$ cat src/rtl/wsma_pkg.sv
// ----------------------------------------------------------------------------
// wsma_pkg
// Types and constants shared by the word-serial modular adder.
// ----------------------------------------------------------------------------
`default_nettype none

package wsma_pkg;

  localparam int unsigned FieldBits = 8;
  localparam int unsigned ModBits   = 32;

  localparam logic [ModBits-1:0] ModulusReset = 32'h7FFF_FFFF;

  typedef struct packed {
    logic [FieldBits-1:0] a_word;
    logic [FieldBits-1:0] b_word;
  } in_beat_t;

  typedef struct packed {
    logic [FieldBits-1:0] result_word;
    logic                 last_word;
  } out_beat_t;

  typedef enum logic {
    PH_COLLECT,
    PH_EMIT
  } phase_e;

endpackage

`default_nettype wire

$ cat src/rtl/wsma_word_add.sv
// ----------------------------------------------------------------------------
// wsma_word_add
// One word step: a + b + carry, and in parallel sum word - p word - borrow.
// ----------------------------------------------------------------------------
`default_nettype none

module wsma_word_add #(
  parameter int unsigned WORD_BITS = 8
) (
  input  wire logic [WORD_BITS-1:0] a_i,
  input  wire logic [WORD_BITS-1:0] b_i,
  input  wire logic [WORD_BITS-1:0] p_i,
  input  wire logic                 carry_i,
  input  wire logic                 borrow_i,
  output logic      [WORD_BITS-1:0] sum_o,
  output logic      [WORD_BITS-1:0] diff_o,
  output logic                      carry_o,
  output logic                      borrow_o
);

  logic [WORD_BITS:0] add_full;
  logic [WORD_BITS:0] sub_full;

  assign add_full = {1'b0, a_i} + {1'b0, b_i} + {{WORD_BITS{1'b0}}, carry_i};
  assign sum_o    = add_full[WORD_BITS-1:0];
  assign carry_o  = add_full[WORD_BITS];

  // top bit of the (W+1)-bit difference is the borrow out
  assign sub_full = {1'b0, sum_o} - {1'b0, p_i} - {{WORD_BITS{1'b0}}, borrow_i};
  assign diff_o   = sub_full[WORD_BITS-1:0];
  assign borrow_o = sub_full[WORD_BITS];

endmodule

`default_nettype wire

$ cat src/rtl/wsma_cell.sv
// ----------------------------------------------------------------------------
// wsma_cell
// One cell of the word chain: holds a sum word and a difference word and
// passes them to its lower neighbor on every shift.
// ----------------------------------------------------------------------------
`default_nettype none

module wsma_cell #(
  parameter int unsigned WORD_BITS = 8
) (
  input  wire logic                 clk_i,
  input  wire logic                 shift_i,
  input  wire logic [WORD_BITS-1:0] sum_i,
  input  wire logic [WORD_BITS-1:0] diff_i,
  output logic      [WORD_BITS-1:0] sum_o,
  output logic      [WORD_BITS-1:0] diff_o
);

  logic [WORD_BITS-1:0] sum_q;
  logic [WORD_BITS-1:0] diff_q;

  always_ff @(posedge clk_i) begin
    if (shift_i) begin
      sum_q  <= sum_i;
      diff_q <= diff_i;
    end
  end

  assign sum_o  = sum_q;
  assign diff_o = diff_q;

endmodule

`default_nettype wire

$ cat src/rtl/word_serial_modular_adder.sv
// ----------------------------------------------------------------------------
// word_serial_modular_adder
// Word-serial (a + b) mod p over WORDS words of WORD_BITS bits.
// ----------------------------------------------------------------------------
// Operand word pairs enter least significant first, one beat per cycle.
// Each pair is added with the running carry while the matching modulus word
// is subtracted with the running borrow; both words move into a row of
// WORDS cells. After the last pair the row shifts out WORDS result beats,
// least significant first, last_word on the final one: the difference when
// the sum is at least p, else the sum. The cell row serves both intake and
// readout, so no input is taken during readout. Inputs are expected below p;
// only one conditional subtraction is made. Write modulus only while idle.
// ----------------------------------------------------------------------------
`default_nettype none

module word_serial_modular_adder #(
  parameter int unsigned WORD_BITS = 8,
  parameter int unsigned WORDS     = 4
) (
  input  wire logic                     clk_i,
  input  wire logic                     rst_ni,
  input  wire logic                     modulus_we_i,
  input  wire logic [31:0]              modulus_i,
  input  wire logic                     in_valid_i,
  output logic                          in_ready_o,
  input  wire wsma_pkg::in_beat_t       in_beat_i,
  output logic                          out_valid_o,
  input  wire logic                     out_ready_i,
  output wsma_pkg::out_beat_t           out_beat_o
);

  import wsma_pkg::*;

  localparam int unsigned IdxBits = (WORDS > 1) ? $clog2(WORDS) : 1;
  localparam logic [IdxBits-1:0] LastIdx = IdxBits'(WORDS - 1);
  localparam int unsigned PadBits = WORDS * WORD_BITS + ModBits;

  logic [ModBits-1:0] modulus_q;
  phase_e             phase_q, phase_d;
  logic [IdxBits-1:0] cnt_q, cnt_d;
  logic               carry_q, carry_d;
  logic               borrow_q, borrow_d;
  logic               take_diff_q, take_diff_d;

  logic in_acc, out_acc, shift;

  logic [WORD_BITS+FieldBits-1:0] a_pad, b_pad;
  logic [WORD_BITS-1:0]           a_w, b_w, p_w;
  logic [PadBits-1:0]             mod_pad;
  logic [WORD_BITS-1:0]           new_sum, new_diff;
  logic                           new_carry, new_borrow;

  logic [WORD_BITS-1:0] sum_chain  [WORDS+1];
  logic [WORD_BITS-1:0] diff_chain [WORDS+1];
  logic [WORD_BITS-1:0] head_w;
  logic [WORD_BITS+FieldBits-1:0] head_pad;

  assign in_acc  = in_valid_i && in_ready_o;
  assign out_acc = out_valid_o && out_ready_i;
  assign shift   = in_acc || out_acc;

  assign a_pad   = {{WORD_BITS{1'b0}}, in_beat_i.a_word};
  assign b_pad   = {{WORD_BITS{1'b0}}, in_beat_i.b_word};
  assign a_w     = a_pad[WORD_BITS-1:0];
  assign b_w     = b_pad[WORD_BITS-1:0];
  assign mod_pad = {{(WORDS * WORD_BITS){1'b0}}, modulus_q};
  assign p_w     = mod_pad[cnt_q * WORD_BITS +: WORD_BITS];

  wsma_word_add #(
    .WORD_BITS (WORD_BITS)
  ) u_word_add (
    .a_i      (a_w),
    .b_i      (b_w),
    .p_i      (p_w),
    .carry_i  (carry_q),
    .borrow_i (borrow_q),
    .sum_o    (new_sum),
    .diff_o   (new_diff),
    .carry_o  (new_carry),
    .borrow_o (new_borrow)
  );

  // new words enter at the top cell and walk down toward cell 0
  assign sum_chain[WORDS]  = new_sum;
  assign diff_chain[WORDS] = new_diff;

  for (genvar k = 0; k < WORDS; k++) begin : g_cell
    wsma_cell #(
      .WORD_BITS (WORD_BITS)
    ) u_cell (
      .clk_i   (clk_i),
      .shift_i (shift),
      .sum_i   (sum_chain[k+1]),
      .diff_i  (diff_chain[k+1]),
      .sum_o   (sum_chain[k]),
      .diff_o  (diff_chain[k])
    );
  end

  always_ff @(posedge clk_i or negedge rst_ni) begin
    if (!rst_ni) begin
      modulus_q <= ModulusReset;
    end else if (modulus_we_i) begin
      modulus_q <= modulus_i;
    end
  end

  always_ff @(posedge clk_i or negedge rst_ni) begin
    if (!rst_ni) begin
      phase_q     <= PH_COLLECT;
      cnt_q       <= '0;
      carry_q     <= 1'b0;
      borrow_q    <= 1'b0;
      take_diff_q <= 1'b0;
    end else begin
      phase_q     <= phase_d;
      cnt_q       <= cnt_d;
      carry_q     <= carry_d;
      borrow_q    <= borrow_d;
      take_diff_q <= take_diff_d;
    end
  end

  always_comb begin
    phase_d     = phase_q;
    cnt_d       = cnt_q;
    carry_d     = carry_q;
    borrow_d    = borrow_q;
    take_diff_d = take_diff_q;
    in_ready_o  = 1'b0;
    out_valid_o = 1'b0;
    unique case (phase_q)
      PH_COLLECT: begin
        in_ready_o = 1'b1;
        if (in_valid_i) begin
          if (cnt_q == LastIdx) begin
            take_diff_d = new_carry || !new_borrow;
            carry_d     = 1'b0;
            borrow_d    = 1'b0;
            cnt_d       = '0;
            phase_d     = PH_EMIT;
          end else begin
            carry_d  = new_carry;
            borrow_d = new_borrow;
            cnt_d    = cnt_q + 1'b1;
          end
        end
      end
      PH_EMIT: begin
        out_valid_o = 1'b1;
        if (out_ready_i) begin
          if (cnt_q == LastIdx) begin
            cnt_d   = '0;
            phase_d = PH_COLLECT;
          end else begin
            cnt_d = cnt_q + 1'b1;
          end
        end
      end
      default: begin
        phase_d = PH_COLLECT;
      end
    endcase
  end

  assign head_w   = take_diff_q ? diff_chain[0] : sum_chain[0];
  assign head_pad = {{FieldBits{1'b0}}, head_w};

  assign out_beat_o.result_word = head_pad[FieldBits-1:0];
  assign out_beat_o.last_word   = (cnt_q == LastIdx);

`ifndef SYNTHESIS
  a_no_overlap: assert property (@(posedge clk_i) disable iff (!rst_ni)
    !(in_ready_o && out_valid_o))
    else $error("input and output phases overlap");

  a_final_in_starts_emit: assert property (@(posedge clk_i) disable iff (!rst_ni)
    (in_acc && cnt_q == LastIdx) |=> (out_valid_o && cnt_q == '0))
    else $error("readout did not start after final word");

  a_mid_in_no_out: assert property (@(posedge clk_i) disable iff (!rst_ni)
    (in_acc && cnt_q != LastIdx) |=> !out_valid_o)
    else $error("result beat before operand complete");

  a_last_ends_emit: assert property (@(posedge clk_i) disable iff (!rst_ni)
    (out_acc && out_beat_o.last_word) |=> (!out_valid_o && !carry_q && !borrow_q))
    else $error("readout did not end after last word");
`endif

endmodule

`default_nettype wire

$ cat config.mk
export PLATFORM = sky130hd
export DESIGN_NAME = word_serial_modular_adder
export DESIGN_NICKNAME = d
export VERILOG_FILES = /design/src/rtl/wsma_pkg.sv /design/src/rtl/wsma_word_add.sv /design/src/rtl/wsma_cell.sv /design/src/rtl/word_serial_modular_adder.sv
export SDC_FILE = /design/constraint.sdc
export NUM_CORES = 1
export LEC_CHECK = 0
export BUFFER_PORTS_ARGS = -buffer_cell sky130_fd_sc_hd__buf_2
export CAP_MARGIN = 20
export CORE_MARGIN = 8
export CORE_UTILIZATION = 34
export CTS_CLUSTER_SIZE = 10
export DETAILED_ROUTE_END_ITERATION = 10
export MAX_ROUTING_LAYER = met4
export SETUP_SLACK_MARGIN = 0.4
export SYNTH_ARGS = -nofsm -noshare
export SYNTH_HDL_FRONTEND = slang
export SYNTH_SLANG_ARGS = --single-unit
$ cat constraint.sdc
create_clock -name clk_i -period 4.05 [get_ports clk_i]
set_input_delay 0.6075 -clock clk_i [delete_from_list [all_inputs] [get_ports clk_i]]
set_output_delay 0.6075 -clock clk_i [all_outputs]
set_load 0.03 [all_outputs]
=== Yosys cells after proc, flatten, opt, wreduce, memory -nomap -nowiden ===
Index checks and enable logic that the tools add are counted.

* Flip-flop bits (word level): 102
* Input port bits: 53
* Output and inout port bits: 11
* Logic and storage cells: 46

* Add/sub/neg operators: 5
* Eq/ne operators: 3
* Shift-type cells: 1
* Multiplexer cells: 14
* Bitwise operators: 1
* Reduce and logical (&&, ||, !) cells: 8

{| class="wikitable"
|+ Operators with widths
! kind !! number
|-
| 64-bit by 6-bit indexed part select with 8-bit output || 1
|-
| 8-bit by 8-bit adder with 9-bit output || 1
|-
| 9-bit by 1-bit adder with 9-bit output || 1
|-
| 8-bit by 8-bit subtractor with 9-bit output || 1
|-
| 9-bit by 1-bit subtractor with 9-bit output || 1
|-
| 1-bit 2-to-1 mux || 8
|-
| 8-bit 2-to-1 mux || 1
|-
| 2-bit 2-to-1 mux || 3
|-
| 2-bit inequality test (second input constant) || 2
|-
| 2-bit case mux with 2 select lines || 1
|-
| 2-bit AND reduction || 2
|-
| 3-bit AND reduction || 1
|-
| 2-bit by 1-bit adder with 2-bit output (second input constant) || 1
|-
| 2-bit == test (second input constant) || 1
|-
| 1-bit logical AND || 2
|-
| 1-bit logical OR || 2
|-
| 1-bit case mux with 2 select lines || 1
|-
| 1-bit logical NOT || 1
|-
| 1-bit inverter || 1
|}

=== Logic depth before layout (Yosys ltp) ===
* Depth in word-level cells: 6
* Gate-level depth with buffers: 17
* Depth with buffers taken out: 16

=== Cells and area by module ===
From an unflattened synthesis, not the netlist that was laid out.

* Cells, all modules: 298
* Area, all modules: 4664.5 um^2

{| class="wikitable"
|+ Modules (own cells, without submodules)
! module !! times used !! cells each !! area an instance (um^2)
|-
| wsma_cell || 4 || 16 || 480.5
|-
| word_serial_modular_adder || 1 || 111 || 1839.3
|-
| wsma_word_add || 1 || 123 || 903.4
|}

=== Worst setup path before layout ===
OpenSTA, ideal clock, no wires.

* Path type: input -> register
* From: input port in_beat_i[0] in the netlist's numbering
* To: register take_diff_q
* Arrival: 3509 ps
* Data required time: 3926 ps
* Path slack: 417 ps
* Stages on the path: 14
* Cells stage by stage: inv_1 -> fa_1 -> fa_1 -> nor2b_1 -> o21ai_0 -> a21o_1 -> ha_1 -> inv_1 -> ha_1 -> a21o_1 -> a31o_2 -> o41ai_1 -> a211oi_1 -> o31a_1

* Cells in the longest elaborated chain, start to end: 6

{| class="wikitable"
|+ RTL lines
! element !! RTL line !! RTL
|-
| start, declared || word_serial_modular_adder.sv:26 || <nowiki>input wire wsma_pkg::in_beat_t in_beat_i,</nowiki>
|-
| 8-bit by 8-bit adder with 9-bit output (*) || wsma_word_add.sv:24 || <nowiki>assign add_full = {1'b0, a_i} + {1'b0, b_i} + {{WORD_BITS{1'b0}}, carry_i};</nowiki>
|-
| 9-bit by 1-bit adder with 9-bit output (*) || wsma_word_add.sv:24 ||
|-
| 8-bit by 8-bit subtractor with 9-bit output || wsma_word_add.sv:29 || <nowiki>assign sub_full = {1'b0, sum_o} - {1'b0, p_i} - {{WORD_BITS{1'b0}}, borrow_i};</nowiki>
|-
| 9-bit by 1-bit subtractor with 9-bit output || wsma_word_add.sv:29 ||
|-
| 1-bit logical NOT || word_serial_modular_adder.sv:137 || <nowiki>take_diff_d = new_carry || !new_borrow;</nowiki>
|-
| 1-bit logical OR (*) || word_serial_modular_adder.sv:137 ||
|-
| end signal, assigned || word_serial_modular_adder.sv:120 || <nowiki>take_diff_q <= take_diff_d;</nowiki>
|-
| end, declared || word_serial_modular_adder.sv:43 || <nowiki>logic take_diff_q, take_diff_d;</nowiki>
|}

Mark *: on every way between the ends. The rest lies on a longest branch, timed or not.
A chain may end at the register's enable or synchronous reset.

=== Worst setup path after layout ===
* From: register carry_q
* To: register take_diff_q

* Cells in the longest elaborated chain, start to end: 5

{| class="wikitable"
|+ RTL lines
! element !! RTL line !! RTL
|-
| start, declared || word_serial_modular_adder.sv:41 || <nowiki>logic carry_q, carry_d;</nowiki>
|-
| start signal, assigned || word_serial_modular_adder.sv:118 || <nowiki>carry_q <= carry_d;</nowiki>
|-
| 9-bit by 1-bit adder with 9-bit output (*) || wsma_word_add.sv:24 ||
|-
| 8-bit by 8-bit subtractor with 9-bit output || wsma_word_add.sv:29 ||
|-
| 9-bit by 1-bit subtractor with 9-bit output || wsma_word_add.sv:29 ||
|-
| 1-bit logical NOT || word_serial_modular_adder.sv:137 ||
|-
| 1-bit logical OR (*) || word_serial_modular_adder.sv:137 ||
|}

Marked as above.

==> results.tsv <==
metric	value	unit
via_per_inst	4.53	
r2r_slack	0.61	ns
clk_latency	0.35	ns
power_density	779	nW/um^2
total_power	4.19	mW
tns	0	ns
relSlewSlack	45.6	%
coreArea	13100	um^2
vias	2423	
required	4.29	ns
vdd_drop_max	310	uV
pin_count	64	
dpl.hpwl	5.90	mm
netlist-cell-type-count	40	
min_period	3.44	ns
syn_area_per_cell	15.8	um^2
sequentialPowerShare	42.0	%
grtUsageTotal	10.0	%
cts_inserted_buffers	9	
setup_viol	0	
syn_area	4520	um^2
drt_iter0_markers	135	
p_switching	1.43	mW
synth_top_cell_area_share	42.6	%
cts_buffer_depth	2	
power.leakage	2.13	nW
finalCritPeriodShare	85.0	%
drt-total-wl	8.11	mm
worst_slew_pin_slew	0.814	ns
nNetsFinal	432	
place_congestion	0.753	
drt-pass1-iter-count	4	
synth_edf_count	64	
drive_gt1_share	48.7	%
ys_ff_latch	102	
cts_max_level	3	
antenna_found_initial	0	
finalInstanceArea	5390	um^2
path_class	reg2reg	
ctsRootBufferMaster	clkbuf_16	
switching_share	34.0	%
syn_inst	285	
syn2layout_area_growth	19.3	%
outcome	completed	
synth_top_area_cell	edfxtp_1	
die_x	131	um
grt_pass1_wl	13.3	mm
place_ws	0.118	ns
clk_pin_slew	0.07	ns
setup_ws	0.608	ns
gr-total-overflow	0	
p_comb_share	39.2	%
synth-seq-area-share	64.5	%
end_kind	flip-flop	
r2r_cells	14	
cap_violations	0	
p_clk_share	18.9	%
final_cells	535	
cts_sinks	102	
post-route-drc-count	0	
cts_tree	yes	
r2r-end	take_diff_q$_DFFE_PN0P_	
diodes	0	
first_global_vias	2711	
synth_ff_type	edfxtp_1	
placed_area	5030	um^2
cp-start-kind	flip-flop	
dp.cells	518	
die_h	131	um
cp_max_fo	4	
fmax	291	MHz
die_area	17200	um^2
ant_nets	0	
final_core_util	41.2	%
port_buffers	63	
initial_core_util	34.5	%
r2r_start	carry_q$_DFFE_PN0P_	
whs	0.347	ns
wire_per_inst	15.2	um
synth.area.top_cells	edfxtp_1, dfstp_2, mux2_2	
std_cell_rows	42	
yosys_warnings	0	
grt_setup_unrepaired	false	
async_flop_share	37.3	%
maxSlewViolCount	0	
synth_fp_nets	362	
grt_max_degree	40	
holdCritPathClass	in2async	
hold_violations	0	
internal_power	2.77	mW
critPathArrivalTime	3.68	ns
clock-skew-final	0.00692	ns
[layout make-up]
type,instances,area [um^2]
fillers,1179,7700
flip-flops and latches,102,2910
multi-input cells,147,1540
repair buffers,67,345
clock buffers,9,225
well taps,176,220
inverters,28,105
clock inverters,6,45.0
[registers in the layout, summed over array words and instances, names as in the netlist]
signal	cells
borrow_q	1
carry_q	1
cnt_q	2
g_cell.u_cell.diff_o	32
g_cell.u_cell.sum_o	32
modulus_q	32
phase_q	1
take_diff_q	1
[how the worst max path moves through the flow]
stage	start	end	slack (ns)	depth (start not counted)
2_1_floorplan	in_beat_i[0]	take_diff_q$_DFFE_PN0P_	0.42	14
3_5_place_dp	in_beat_i[0]	take_diff_q$_DFFE_PN0P_	0.12	15
3_3_place_gp	in_beat_i[0]	take_diff_q$_DFFE_PN0P_	0.19	15
4_1_cts	carry_q$_DFFE_PN0P_	take_diff_q$_DFFE_PN0P_	0.42	14
5_1_grt	carry_q$_DFFE_PN0P_	take_diff_q$_DFFE_PN0P_	0.40	16
6_report	carry_q$_DFFE_PN0P_	take_diff_q$_DFFE_PN0P_	0.61	14
[power by group through the flow]
stage	sequential [mW]	combinational, mW	clock [mW]
4_1_cts	1.77	1.47	0.823
3_5_place_dp	1.79	1.46	0
2_1_floorplan	1.72	1.15	0
5_1_grt	1.80	1.82	0.863
3_3_place_gp	1.77	1.42	0
6_report	1.76	1.64	0.791
[cells in the final DEF, fill, tap and decap left out, drive strengths merged, types with 3 or more instances in the layout]
cell type / netlist / final
xor2: 4 / 4
dfrtp: 7 / 7
edfxtp: 64 / 64
fa: 4 / 4
o31a: 3 / 3
nor3: 3 / 3
mux2: 41 / 41
o21a: 5 / 5
nand2: 7 / 7
a21oi: 5 / 5
nand2b: 4 / 4
dfstp: 31 / 31
o21ai: 4 / 4
inv: 28 / 31
nor2b: 4 / 4
mux4: 8 / 8
nor2: 4 / 4
ha: 20 / 20
buf: 4 / 67
clkbuf: 4 / 9
xnor2: 6 / 6
a21o: 4 / 4
[critical path: stages (launching register included)]
cell and delay [ns]:
dfrtp_1 0.37, inv_1 0.07, fa_2 0.36, fa_2 0.40, nor2b_2 0.14, o21ai_0 0.08, a21o_1 0.17, ha_1 0.27
inv_1 0.04, ha_1 0.34, a21o_1 0.19, a31o_2 0.25, o41ai_4 0.31, a211oi_2 0.09, o31a_1 0.25
[cells by family (layout without fill, tap and decap cells)]
family          count (synthesis)  after routing  synth area share, %
flops                         102            102                 64.5
mux                            50             50                 14.4
buf+inv                        36            110                 3.02
compound gates                 32             32                 5.10
simple gates                   31             31                 3.71
fa+ha+maj                      24             24                 7.32
xor+xnor                       10             10                 1.94
[metal layers]
metal  track usage [%]  wire length, um
met5                 -                0
met4              4.07              118
met3              2.93              315
met2              14.3             3590
met1              13.1             4080
[synth_stat cells (2+ instances only)]
library cell,number
nand3_1,2
nor3_1,3
nor2_1,4
clkbuf_1,4
o31a_1,3
edfxtp_1,64
xor2_1,4
o41ai_1,2
ha_1,20
a21o_1,4
buf_1,3
o21a_1,5
fa_1,4
o21ai_0,4
o31ai_1,2
nor4_1,2
nand2_1,7
xnor2_1,6
nand4_1,2
o2111ai_1,2
a21oi_1,5
nand2b_1,4
nor2b_1,3
dfstp_2,31
dfrtp_1,7
inv_1,27
mux4_2,8
mux2_2,41
[timing repair]
item | 4_1_cts | 5_1_grt
resized for setup | 0 | 11
hold buffers | 0 | 0
buffers inserted | 0 | 2
endpoints found under the setup margin | 0 | 2
Power figures use the tool's default switching activity.
